<file path="config.mk">
export PLATFORM = sky130hd
export DESIGN_NAME = ntfs_data_run_decoder
export DESIGN_NICKNAME = d
export VERILOG_FILES = /design/src/hw/rtl/ndr_pkg.sv /design/src/hw/rtl/ntfs_data_run_decoder.sv /design/src/hw/rtl/ndr_sector_calc.sv
export VERILOG_INCLUDE_DIRS = /design/src /design/src/hw/rtl
export SDC_FILE = /design/constraint.sdc
export NUM_CORES = 2
export LEC_CHECK = 0
export BUFFER_PORTS_ARGS = -buffer_cell sky130_fd_sc_hd__buf_2
export CORE_ASPECT_RATIO = 0.5
export CORE_MARGIN = 2
export CORE_UTILIZATION = 40
export CTS_CLUSTER_DIAMETER = 40
export CTS_CLUSTER_SIZE = 10
export DETAILED_ROUTE_END_ITERATION = 10
export GPL_ROUTABILITY_DRIVEN = 0
export HOLD_SLACK_MARGIN = 0.08
export PLACE_DENSITY_LB_ADDON = 0.2
export SLEW_MARGIN = 20
export SYNTH_ARGS = -nofsm -noshare
export SYNTH_HDL_FRONTEND = slang
export SYNTH_HIERARCHICAL = 1
export SYNTH_SLANG_ARGS = --single-unit
</file>
<file path="constraint.sdc">
create_clock -name clk_i -period 10.48 [get_ports clk_i]
set_clock_uncertainty 0.2 [all_clocks]
set_input_delay 2.096 -clock clk_i [delete_from_list [all_inputs] [get_ports clk_i]]
set_output_delay 2.096 -clock clk_i [all_outputs]
set_load 0.05 [all_outputs]
</file>
<file path="src/hw/rtl/ntfs_data_run_decoder_assert.svh">
// assertion helpers for the decoder rtl
`ifndef NTFS_DATA_RUN_DECODER_ASSERT_SVH
`define NTFS_DATA_RUN_DECODER_ASSERT_SVH

// plain property, checked on every rising clock edge outside reset
`define NDR_ASSERT(lbl, prop, msg) \
  lbl: assert property (@(posedge clk_i) disable iff (!rst_ni) (prop)) else $error(msg);

// same-cycle implication
`define NDR_ASSERT_IMPL(lbl, ante, cons, msg) \
  lbl: assert property (@(posedge clk_i) disable iff (!rst_ni) (ante) |-> (cons)) else $error(msg);

`endif

</file>
<file path="src/hw/rtl/ndr_pkg.sv">
package ndr_pkg;

  localparam int unsigned LIST_BYTE_W = 8;
  localparam int unsigned SECTOR_W    = 64;
  localparam int unsigned VOL_W       = 48;
  localparam int unsigned SPC_W       = 8;
  localparam int unsigned NEED_W      = 46;
  localparam int unsigned CFG_W       = 48;
  localparam int unsigned CFG_IDX_W   = 2;
  localparam int unsigned FSIZE_W     = 4;
  localparam int unsigned ACC_STEPS   = 8;
  localparam int unsigned STEP_W      = 3;

  localparam int unsigned SECTOR_BYTES_DEF    = 512;
  localparam int unsigned MAX_FIELD_BYTES_DEF = 8;

  localparam logic [SPC_W-1:0]  SPC_RESET = 8'd8;
  localparam logic [NEED_W-1:0] COV_MAX   = 46'h3FFF_FFFF_FFFF;

  typedef enum logic [CFG_IDX_W-1:0] {
    CFG_VOL_START = 2'd0,
    CFG_SPC       = 2'd1,
    CFG_NEED      = 2'd2
  } cfg_reg_e;

  typedef enum logic [2:0] {
    OUTCOME_RUN       = 3'd0,
    OUTCOME_END       = 3'd1,
    OUTCOME_ZERO_LEN  = 3'd2,
    OUTCOME_OVERSIZE  = 3'd3,
    OUTCOME_TRUNCATED = 3'd4
  } outcome_e;

  typedef struct packed {
    logic [LIST_BYTE_W-1:0] list_byte;
    logic                   first_of_list;
    logic                   last_of_list;
  } in_beat_t;

  typedef struct packed {
    logic [SECTOR_W-1:0] run_start_sector;
    logic [SECTOR_W-1:0] run_sector_count;
    logic                is_sparse;
    outcome_e            outcome;
    logic                bitmap_complete;
  } out_beat_t;

  // parsed run handed to the sector arithmetic
  typedef struct packed {
    logic [SECTOR_W-1:0] run_len;
    logic [SECTOR_W-1:0] cluster;
    logic                use_start;
    logic                is_sparse;
    outcome_e            outcome;
    logic                bitmap_complete;
  } calc_t;

endpackage

</file>
<file path="src/hw/rtl/ntfs_data_run_decoder.sv">
// channel  dir  handshake                 beat
// in       in   in_valid_i / in_ready_o   ndr_pkg::in_beat_t, one run-list byte
// out      out  out_valid_o / out_ready_i ndr_pkg::out_beat_t, at most one per input beat
// cfg      in   cfg_we_i                  cfg_index_i selects, cfg_data_i carries the value
// one input beat per cycle while in_ready_o is high; a result passes the parse, multiply and add stage registers
// the byte parse and the saturating coverage sum close in the same cycle as the beat
// a write to sectors_per_cluster re-sums coverage of the open run byte by byte, in_ready_o low until done
// reset: volume start 0, 8 sectors per cluster, nothing needed, parser at a header
// a stalled output fills three stage registers before in_ready_o drops
module ntfs_data_run_decoder #(
  parameter int unsigned SECTOR_BYTES    = ndr_pkg::SECTOR_BYTES_DEF,
  parameter int unsigned MAX_FIELD_BYTES = ndr_pkg::MAX_FIELD_BYTES_DEF
) (
  input  logic                            clk_i,
  input  logic                            rst_ni,
  input  logic                            cfg_we_i,
  input  logic [ndr_pkg::CFG_IDX_W-1:0]   cfg_index_i,
  input  logic [ndr_pkg::CFG_W-1:0]       cfg_data_i,
  input  logic                            in_valid_i,
  output logic                            in_ready_o,
  input  ndr_pkg::in_beat_t               in_data_i,
  output logic                            out_valid_o,
  input  logic                            out_ready_i,
  output ndr_pkg::out_beat_t              out_data_o
);

  `include "ntfs_data_run_decoder_assert.svh"

  typedef enum logic [1:0] {
    PH_HEADER,
    PH_LENGTH,
    PH_OFFSET
  } phase_e;

  localparam int unsigned UNIT_W  = ndr_pkg::SPC_W + $clog2(SECTOR_BYTES + 1);
  localparam int unsigned TERM_W  = ndr_pkg::LIST_BYTE_W + UNIT_W;
  localparam int unsigned SHIFT_W = TERM_W + (ndr_pkg::ACC_STEPS - 1) * 8;
  localparam int unsigned NW      = ndr_pkg::NEED_W;
  localparam int unsigned SW      = ndr_pkg::SECTOR_W;
  localparam logic [ndr_pkg::FSIZE_W-1:0] MAX_FB  = ndr_pkg::FSIZE_W'(MAX_FIELD_BYTES);
  localparam logic [ndr_pkg::FSIZE_W-1:0] FULL_FB = ndr_pkg::FSIZE_W'(8);
  localparam logic [ndr_pkg::STEP_W-1:0]  STEP_LAST =
      ndr_pkg::STEP_W'(ndr_pkg::ACC_STEPS - 1);
  localparam logic [UNIT_W-1:0] UNIT_RESET =
      UNIT_W'(int'(ndr_pkg::SPC_RESET) * SECTOR_BYTES);

  // configuration
  logic [ndr_pkg::VOL_W-1:0]  vol_q, vol_d;
  logic [ndr_pkg::SPC_W-1:0]  spc_q, spc_d;
  logic [NW-1:0]              need_q, need_d;
  logic [UNIT_W-1:0]          unit_q, unit_d;

  // parser state
  phase_e                       phase_q, phase_d;
  logic [ndr_pkg::FSIZE_W-1:0]  idx_q, idx_d, lsz_q, lsz_d, osz_q, osz_d;
  logic [SW-1:0]                rl_q, rl_d, off_q, off_d, rc_q, rc_d;
  logic [NW-1:0]                cov_q, cov_d, acc_q, acc_d;
  logic                         sticky_q, sticky_d, stopped_q, stopped_d;
  logic                         busy_q, busy_d;
  logic [ndr_pkg::STEP_W-1:0]   step_q, step_d;

  // working values
  logic                         accept, calc_ready;
  logic [7:0]                   b;
  logic                         last;
  phase_e                       c_phase;
  logic [ndr_pkg::FSIZE_W-1:0]  c_idx, idx_new;
  logic [SW-1:0]                c_rl, c_off, c_rc, off_new, ext;
  logic [NW-1:0]                c_cov, cov_fin;
  logic                         c_stopped;
  logic [7:0]                   acc_byte;
  logic [2:0]                   acc_sh;
  logic [TERM_W-1:0]            term;
  logic [SHIFT_W-1:0]           shifted;
  logic [NW:0]                  sum_w;
  logic [NW-1:0]                acc_sum;
  logic                         acc_sticky;
  logic                         do_halt, do_finish, fin_sparse, complete;
  ndr_pkg::outcome_e            halt_code;
  ndr_pkg::calc_t               res_d;
  logic                         res_valid;

  assign b    = in_data_i.list_byte;
  assign last = in_data_i.last_of_list;

  assign in_ready_o = calc_ready && !busy_q && !cfg_we_i;
  assign accept     = in_valid_i && in_ready_o;

  // shared byte-times-cluster-bytes adder for coverage
  assign acc_byte = busy_q ? rl_q[{step_q, 3'b000} +: 8] : b;
  assign acc_sh   = busy_q ? step_q : c_idx[2:0];
  assign term     = {{UNIT_W{1'b0}}, acc_byte} * {{ndr_pkg::LIST_BYTE_W{1'b0}}, unit_q};
  assign shifted  = SHIFT_W'(term) << {acc_sh, 3'b000};
  assign sum_w    = {1'b0, acc_q} + {1'b0, shifted[NW-1:0]};
  assign acc_sum  = sum_w[NW-1:0];
  assign acc_sticky = sticky_q || (|shifted[SHIFT_W-1:NW]) || sum_w[NW];

  always_comb begin
    vol_d  = vol_q;
    spc_d  = spc_q;
    need_d = need_q;
    unit_d = unit_q;
    if (cfg_we_i) begin
      case (cfg_index_i)
        ndr_pkg::CFG_VOL_START: begin
          vol_d = cfg_data_i[ndr_pkg::VOL_W-1:0];
        end
        ndr_pkg::CFG_SPC: begin
          spc_d  = cfg_data_i[ndr_pkg::SPC_W-1:0];
          unit_d = {{(UNIT_W - ndr_pkg::SPC_W){1'b0}}, cfg_data_i[ndr_pkg::SPC_W-1:0]} *
                   UNIT_W'(SECTOR_BYTES);
        end
        ndr_pkg::CFG_NEED: begin
          need_d = cfg_data_i[NW-1:0];
        end
        default: ;
      endcase
    end
  end

  always_comb begin
    // a first beat clears the list state before it is parsed
    if (in_data_i.first_of_list) begin
      c_phase   = PH_HEADER;
      c_idx     = '0;
      c_rl      = '0;
      c_off     = '0;
      c_rc      = '0;
      c_cov     = '0;
      c_stopped = 1'b0;
    end else begin
      c_phase   = phase_q;
      c_idx     = idx_q;
      c_rl      = rl_q;
      c_off     = off_q;
      c_rc      = rc_q;
      c_cov     = cov_q;
      c_stopped = stopped_q;
    end

    phase_d    = phase_q;
    idx_d      = idx_q;
    lsz_d      = lsz_q;
    osz_d      = osz_q;
    rl_d       = rl_q;
    off_d      = off_q;
    rc_d       = rc_q;
    cov_d      = cov_q;
    stopped_d  = stopped_q;
    acc_d      = acc_q;
    sticky_d   = sticky_q;
    busy_d     = busy_q;
    step_d     = step_q;
    idx_new    = c_idx + 4'd1;
    off_new    = c_off | (SW'(b) << {c_idx[2:0], 3'b000});
    ext        = off_new;
    do_halt    = 1'b0;
    do_finish  = 1'b0;
    fin_sparse = 1'b0;
    halt_code  = ndr_pkg::OUTCOME_END;
    cov_fin    = c_cov;
    complete   = 1'b0;
    res_valid  = 1'b0;
    res_d      = '0;

    if (busy_q) begin
      acc_d    = acc_sum;
      sticky_d = acc_sticky;
      step_d   = step_q + 3'd1;
      if (step_q == STEP_LAST) begin
        busy_d = 1'b0;
      end
    end
    if (cfg_we_i && cfg_index_i == ndr_pkg::CFG_SPC) begin
      busy_d   = 1'b1;
      step_d   = '0;
      acc_d    = cov_q;
      sticky_d = 1'b0;
    end

    if (accept) begin
      phase_d   = c_phase;
      idx_d     = c_idx;
      rl_d      = c_rl;
      off_d     = c_off;
      rc_d      = c_rc;
      cov_d     = c_cov;
      stopped_d = c_stopped;
      if (in_data_i.first_of_list) begin
        lsz_d = '0;
        osz_d = '0;
      end
      if (!c_stopped) begin
        case (c_phase)
          PH_HEADER: begin
            if (c_cov >= need_q || b == 8'h00) begin
              do_halt   = 1'b1;
              halt_code = ndr_pkg::OUTCOME_END;
            end else begin
              lsz_d = b[3:0];
              osz_d = b[7:4];
              if (b[3:0] == 4'h0) begin
                do_halt   = 1'b1;
                halt_code = ndr_pkg::OUTCOME_ZERO_LEN;
              end else if (b[3:0] > MAX_FB || b[7:4] > MAX_FB) begin
                do_halt   = 1'b1;
                halt_code = ndr_pkg::OUTCOME_OVERSIZE;
              end else begin
                rl_d     = '0;
                off_d    = '0;
                idx_d    = '0;
                phase_d  = PH_LENGTH;
                acc_d    = c_cov;
                sticky_d = 1'b0;
                if (last) begin
                  do_halt   = 1'b1;
                  halt_code = ndr_pkg::OUTCOME_TRUNCATED;
                end
              end
            end
          end
          PH_LENGTH: begin
            rl_d     = c_rl | (SW'(b) << {c_idx[2:0], 3'b000});
            idx_d    = idx_new;
            acc_d    = acc_sum;
            sticky_d = acc_sticky;
            if (idx_new >= lsz_q) begin
              idx_d = '0;
              if (osz_q == '0) begin
                do_finish  = 1'b1;
                fin_sparse = 1'b1;
              end else begin
                phase_d = PH_OFFSET;
              end
            end
            if (last && !do_finish) begin
              do_halt   = 1'b1;
              halt_code = ndr_pkg::OUTCOME_TRUNCATED;
            end
          end
          PH_OFFSET: begin
            if (idx_new >= osz_q) begin
              // sign extension of a field shorter than the word
              if (osz_q < FULL_FB && b[7]) begin
                ext = off_new | ({SW{1'b1}} << {osz_q[2:0], 3'b000});
              end
              off_d     = ext;
              rc_d      = c_rc + ext;
              do_finish = 1'b1;
            end else begin
              off_d = off_new;
              idx_d = idx_new;
              if (last) begin
                do_halt   = 1'b1;
                halt_code = ndr_pkg::OUTCOME_TRUNCATED;
              end
            end
          end
          default: ;
        endcase
      end

      if (do_finish) begin
        cov_fin   = sticky_d ? ndr_pkg::COV_MAX : acc_d;
        complete  = cov_fin >= need_q;
        cov_d     = cov_fin;
        stopped_d = complete || last;
        phase_d   = PH_HEADER;
        idx_d     = '0;
        res_valid = 1'b1;
        res_d.run_len         = rl_d;
        res_d.cluster         = rc_d;
        res_d.use_start       = !fin_sparse;
        res_d.is_sparse       = fin_sparse;
        res_d.outcome         = ndr_pkg::OUTCOME_RUN;
        res_d.bitmap_complete = complete;
      end else if (do_halt) begin
        stopped_d = 1'b1;
        phase_d   = PH_HEADER;
        idx_d     = '0;
        res_valid = 1'b1;
        res_d.outcome         = halt_code;
        res_d.bitmap_complete = c_cov >= need_q;
      end
    end
  end

  always_ff @(posedge clk_i or negedge rst_ni) begin
    if (!rst_ni) begin
      vol_q     <= '0;
      spc_q     <= ndr_pkg::SPC_RESET;
      need_q    <= '0;
      unit_q    <= UNIT_RESET;
      phase_q   <= PH_HEADER;
      idx_q     <= '0;
      lsz_q     <= '0;
      osz_q     <= '0;
      rl_q      <= '0;
      off_q     <= '0;
      rc_q      <= '0;
      cov_q     <= '0;
      acc_q     <= '0;
      sticky_q  <= 1'b0;
      stopped_q <= 1'b0;
      busy_q    <= 1'b0;
      step_q    <= '0;
    end else begin
      vol_q     <= vol_d;
      spc_q     <= spc_d;
      need_q    <= need_d;
      unit_q    <= unit_d;
      phase_q   <= phase_d;
      idx_q     <= idx_d;
      lsz_q     <= lsz_d;
      osz_q     <= osz_d;
      rl_q      <= rl_d;
      off_q     <= off_d;
      rc_q      <= rc_d;
      cov_q     <= cov_d;
      acc_q     <= acc_d;
      sticky_q  <= sticky_d;
      stopped_q <= stopped_d;
      busy_q    <= busy_d;
      step_q    <= step_d;
    end
  end

  ndr_sector_calc u_calc (
    .clk_i       (clk_i),
    .rst_ni      (rst_ni),
    .in_valid_i  (accept && res_valid),
    .in_ready_o  (calc_ready),
    .in_data_i   (res_d),
    .spc_i       (spc_q),
    .vol_i       (vol_q),
    .out_valid_o (out_valid_o),
    .out_ready_i (out_ready_i),
    .out_data_o  (out_data_o)
  );

  `NDR_ASSERT_IMPL(a_stop_at_header, stopped_q, phase_q == PH_HEADER && idx_q == '0, "stopped parser left mid-run")
  `NDR_ASSERT_IMPL(a_len_index, phase_q == PH_LENGTH, lsz_q != '0 && lsz_q <= MAX_FB && idx_q < lsz_q, "length index out of field")
  `NDR_ASSERT_IMPL(a_off_index, phase_q == PH_OFFSET, osz_q != '0 && osz_q <= MAX_FB && idx_q < osz_q, "offset index out of field")
  `NDR_ASSERT_IMPL(a_acc_above_cov, phase_q != PH_HEADER && !sticky_q, acc_q >= cov_q, "coverage sum below committed count")

endmodule

</file>
<file path="src/hw/rtl/ndr_sector_calc.sv">
module ndr_sector_calc (
  input  logic                                clk_i,
  input  logic                                rst_ni,
  input  logic                                in_valid_i,
  output logic                                in_ready_o,
  input  ndr_pkg::calc_t                      in_data_i,
  input  logic [ndr_pkg::SPC_W-1:0]           spc_i,
  input  logic [ndr_pkg::VOL_W-1:0]           vol_i,
  output logic                                out_valid_o,
  input  logic                                out_ready_i,
  output ndr_pkg::out_beat_t                  out_data_o
);

  typedef struct packed {
    logic [ndr_pkg::SECTOR_W-1:0] cnt;
    logic [ndr_pkg::SECTOR_W-1:0] rcs;
    logic                         use_start;
    logic                         is_sparse;
    ndr_pkg::outcome_e            outcome;
    logic                         complete;
  } prod_t;

  localparam int unsigned PROD_W = ndr_pkg::SECTOR_W + ndr_pkg::SPC_W;

  logic               a_valid_q, b_valid_q, c_valid_q;
  logic               a_load, b_load, c_load;
  ndr_pkg::calc_t     a_q;
  prod_t              b_q, b_d;
  ndr_pkg::out_beat_t c_q, c_d;
  logic [PROD_W-1:0]  cnt_full, rcs_full;
  logic [PROD_W-1:0]  spc_ext;

  assign c_load     = !c_valid_q || out_ready_i;
  assign b_load     = !b_valid_q || c_load;
  assign a_load     = !a_valid_q || b_load;
  assign in_ready_o = a_load;

  assign spc_ext  = {{ndr_pkg::SECTOR_W{1'b0}}, spc_i};
  assign cnt_full = {{ndr_pkg::SPC_W{1'b0}}, a_q.run_len} * spc_ext;
  assign rcs_full = {{ndr_pkg::SPC_W{1'b0}}, a_q.cluster} * spc_ext;

  always_comb begin
    b_d           = '0;
    b_d.cnt       = cnt_full[ndr_pkg::SECTOR_W-1:0];
    b_d.rcs       = a_q.use_start ? rcs_full[ndr_pkg::SECTOR_W-1:0] : '0;
    b_d.use_start = a_q.use_start;
    b_d.is_sparse = a_q.is_sparse;
    b_d.outcome   = a_q.outcome;
    b_d.complete  = a_q.bitmap_complete;
  end

  always_comb begin
    c_d                  = '0;
    c_d.run_start_sector = b_q.use_start ?
        b_q.rcs + {{(ndr_pkg::SECTOR_W - ndr_pkg::VOL_W){1'b0}}, vol_i} : '0;
    c_d.run_sector_count = b_q.cnt;
    c_d.is_sparse        = b_q.is_sparse;
    c_d.outcome          = b_q.outcome;
    c_d.bitmap_complete  = b_q.complete;
  end

  always_ff @(posedge clk_i or negedge rst_ni) begin
    if (!rst_ni) begin
      a_valid_q <= 1'b0;
      b_valid_q <= 1'b0;
      c_valid_q <= 1'b0;
    end else begin
      if (a_load) begin
        a_valid_q <= in_valid_i;
      end
      if (b_load) begin
        b_valid_q <= a_valid_q;
      end
      if (c_load) begin
        c_valid_q <= b_valid_q;
      end
    end
  end

  always_ff @(posedge clk_i) begin
    if (a_load && in_valid_i) begin
      a_q <= in_data_i;
    end
    if (b_load && a_valid_q) begin
      b_q <= b_d;
    end
    if (c_load && b_valid_q) begin
      c_q <= c_d;
    end
  end

  assign out_valid_o = c_valid_q;
  assign out_data_o  = c_q;

endmodule
</file>
==> impl_metrics.toml <==
[timing]
relSlewSlack_pct = 18.2
min_period_ns = 10.34
setup_violations = 0
tightest_slew_ns = 1.23
rsz0062_at_grt = "yes"
final_hold_viol_count = 0
fin_crit_sh_pct = 98.7
fmax_mhz = 96.7
slew_violations = 0
hold_ws_ns = 0.204
setup_tns_ns = 0

[status]
status = "completed"

[clock_tree]
clk_pin_slew_worst_paths_ns = 0.06
cts.sinks = 810
cts_tree = "yes"
clockBufferDepth = 3
root_buffer = "clkbuf_16"
clkLatencyLatePin_ns = 0.76
hold_buffers = 0
cts_buffers = 115
htree_levels = 3

[detailed_routing]
post-route-drc-count = 0
vias = 62623
viasPerCell = 5.53
drtAntennaViolNets = 0
wl_per_cell_um = 21.8
drtPass1Iterations = 6
wirelength_um = 247000
drtIter0Drc = 6201

[worst_setup_path]
path_class = "register to register"
path_max_fanout = 7
cp.arrival_ns = 10.63
cp-start-kind = "register"
cpPeakStageDelay_ns = 0.58
crit_required_ns = 10.77
end_kind = "register"
crit_path_top_delay_cell = "fa_1"

[power]
p_per_area_nw_per_um2 = 269
irDropWorstVdd_mv = 0.170
p_leak_uw = 0.0400

[placement]
hpwlAfterDp_um = 188000
port_buffers = 199
place_area_um2 = 83600

[floorplanning]
core_region_area_um2 = 193000
die_area_um2 = 197000
initial_core_util_pct = 40.2
die_height_um = 315
fp.dieW_um = 626
pin_count = 200
rows = 114

[synth]
synth_area_leaders = "fa_1 19%, edfxtp_1 16%, dfrtp_1 13%, ha_1 7.0%, and2_1 6.7%"
syn-mean-instance-area_um2 = 9.39
synth_flop_cell = "dfrtp_1"
synth_seq_area_share_pct = 28.8
synth_edf_count = 401
yosysMostFrequentCell = "inv_1"
synthesis.nets = 9485
yosysUniqueCellTypes = 102
synth_seq_cells = 810
synth_top_cells_by_count = "843 x inv_1, 830 x and2_1, 815 x nand2_1, 735 x fa_1, 515 x nor2_1"
synthArstFlopShare_pct = 50.5
syn_inst = 8250
synth_top_area_share_pct = 19.0
yosysTopAreaCell = "fa_1"
yosysWarnings = 6
syn-cell-area_um2 = 77500

[layout]
final_nets = 9842
post-route-util_pct = 45.7
fin_area_um2 = 88200
layout-drive-gt1-share_pct = 13.1
syn_to_final_growth_pct = 13.8

[global_routing]
top_usage_layer = "met1"
antenna_found_initial = 34
grt_max_degree = 132
grt_pass1_wl_um = 376000
track_usage_pct = 24.7
grtUsageMet1_pct = 37.0
grtUsageMet2_pct = 35.8
grt_pass1_vias = 61547
gr-usage-met3_pct = 4.89
grt-ovfl-total = 0

[job]
maxCapViolCount = 0

[hold_path]
min_path_type = "register to register"
-- where the power goes --
| group | internal [uW] | leakage (uW) | switching [uW] | total [uW] |
|---|---|---|---|---|
| combinational | 6470 | 0.0291 | 9130 | 15600 |
| clock | 2250 | 0.00180 | 1560 | 3810 |
| sequential | 4020 | 0.00910 | 315 | 4340 |
| total | 12700 | 0.0400 | 11000 | 23700 |
-- registers in the layout (all words and copies together) (netlist names), 48 cells and up --
name               cells
off_q                 64
rc_q                  64
u_calc/b_q           134
rl_q                  64
u_calc/a_q           134
vol_q                 48
u_calc/out_data_o    133
-- worst paths after layout --
check	from	to	slack (ns)	cells past startpoint
max in group asynchronous	rst_ni	rc_q[56]$_DFFE_PN0P_	6.74	3
setup reg to reg	step_q[0]$_DFFE_PN0P_	u_calc/a_q[0]$_DFFE_PP_	0.14	44
min in group asynchronous	rst_ni	need_q[32]$_DFFE_PN0P_	1.07	1
hold reg to reg	u_calc/b_q[122]$_DFFE_PP_	u_calc/out_data_o[57]$_DFFE_PP_	0.20	0
setup / recovery	step_q[0]$_DFFE_PN0P_	u_calc/a_q[0]$_DFFE_PP_	0.14	44
hold / removal	u_calc/b_q[122]$_DFFE_PP_	u_calc/out_data_o[57]$_DFFE_PP_	0.20	0
-- routing by layer --
| layer | vias up | share of wire, % |
|---|---|---|
| li1 | 28646 | - |
| met1 | 31460 | 47 |
| met2 | 2140 | 41 |
| met3 | 365 | 8.0 |
| met4 | 12 | 3.3 |
| met5 | - | 0.038 |
-- worst max-delay path: cells and delay by family (launching register included) --
kind | cells | cell delay, ns
adders and majority gates | 7 | 3.01
AOI/OAI and AO/OA | 15 | 2.77
and+or+nand+nor | 11 | 2.04
buffers and inverters | 9 | 0.98
muxes | 2 | 0.70
DFF | 1 | 0.37
-- per-stage QoR --
step / total power [uW] / worst slack, ns / cells
2_1_floorplan: 14900 / 0.00251 / 8250
3_3_place_gp: 19400 / -0.717 / 11072
3_5_place_dp: 19500 / -0.783 / 11072
4_1_cts: 23400 / 0.000430 / 11289
5_1_grt: 25800 / -0.205 / 11314
6_report: 23700 / 0.136 / 11318
-- cells by family (layout without fill, tap and decap cells) --
| family | after synthesis | after routing | share of synthesized area [%] |
|---|---|---|---|
| compound gates | 1661 | 1661 | 14.3 |
| xor+xnor | 291 | 291 | 3.29 |
| fa+ha+maj | 1171 | 1171 | 26.0 |
| buf+inv | 1254 | 1708 | 6.13 |
| flops | 810 | 810 | 28.8 |
| mux | 172 | 172 | 2.64 |
| other cells | 0 | 4 | 0 |
| simple gates | 2891 | 2891 | 18.9 |
-- cell type report --
class | count | area (um2)
fill | 18754 | 105000
multi-input combinational | 6186 | 51200
sequential | 810 | 22300
timing repair buffer | 649 | 4560
tap | 2610 | 3270
clock buffer | 169 | 3210
inverter | 845 | 3170
clock inverter | 45 | 470
antenna | 4 | 10.0
-- timing repair --
| item | 4_1_cts | 5_1_grt |
|---|---|---|
| pin swaps | 5 | 55 |
| cloned | 0 | 0 |
| hold endpoints to repair | 0 | 0 |
| setup endpoints to repair | 2 | 2 |
| gates resized for setup | 18 | 121 |
| buffers inserted | 3 | 25 |
-- cell usage in the layout, fill, tap and decap left out, drive strengths merged, types with 78 or more instances in the layout --
cell    instances
o21ai         338
clkbuf        169
nor2          516
dfrtp         408
edfxtp        401
xnor2         191
a21o          165
ha            435
inv           863
buf           649
nand2         816
a21oi         450
and2          831
fa            735
xor2          100
nand3         137
mux2           97
nor2b         201
a22o          159
nand4          78
Note: power is estimated with default switching activity, not from simulation.
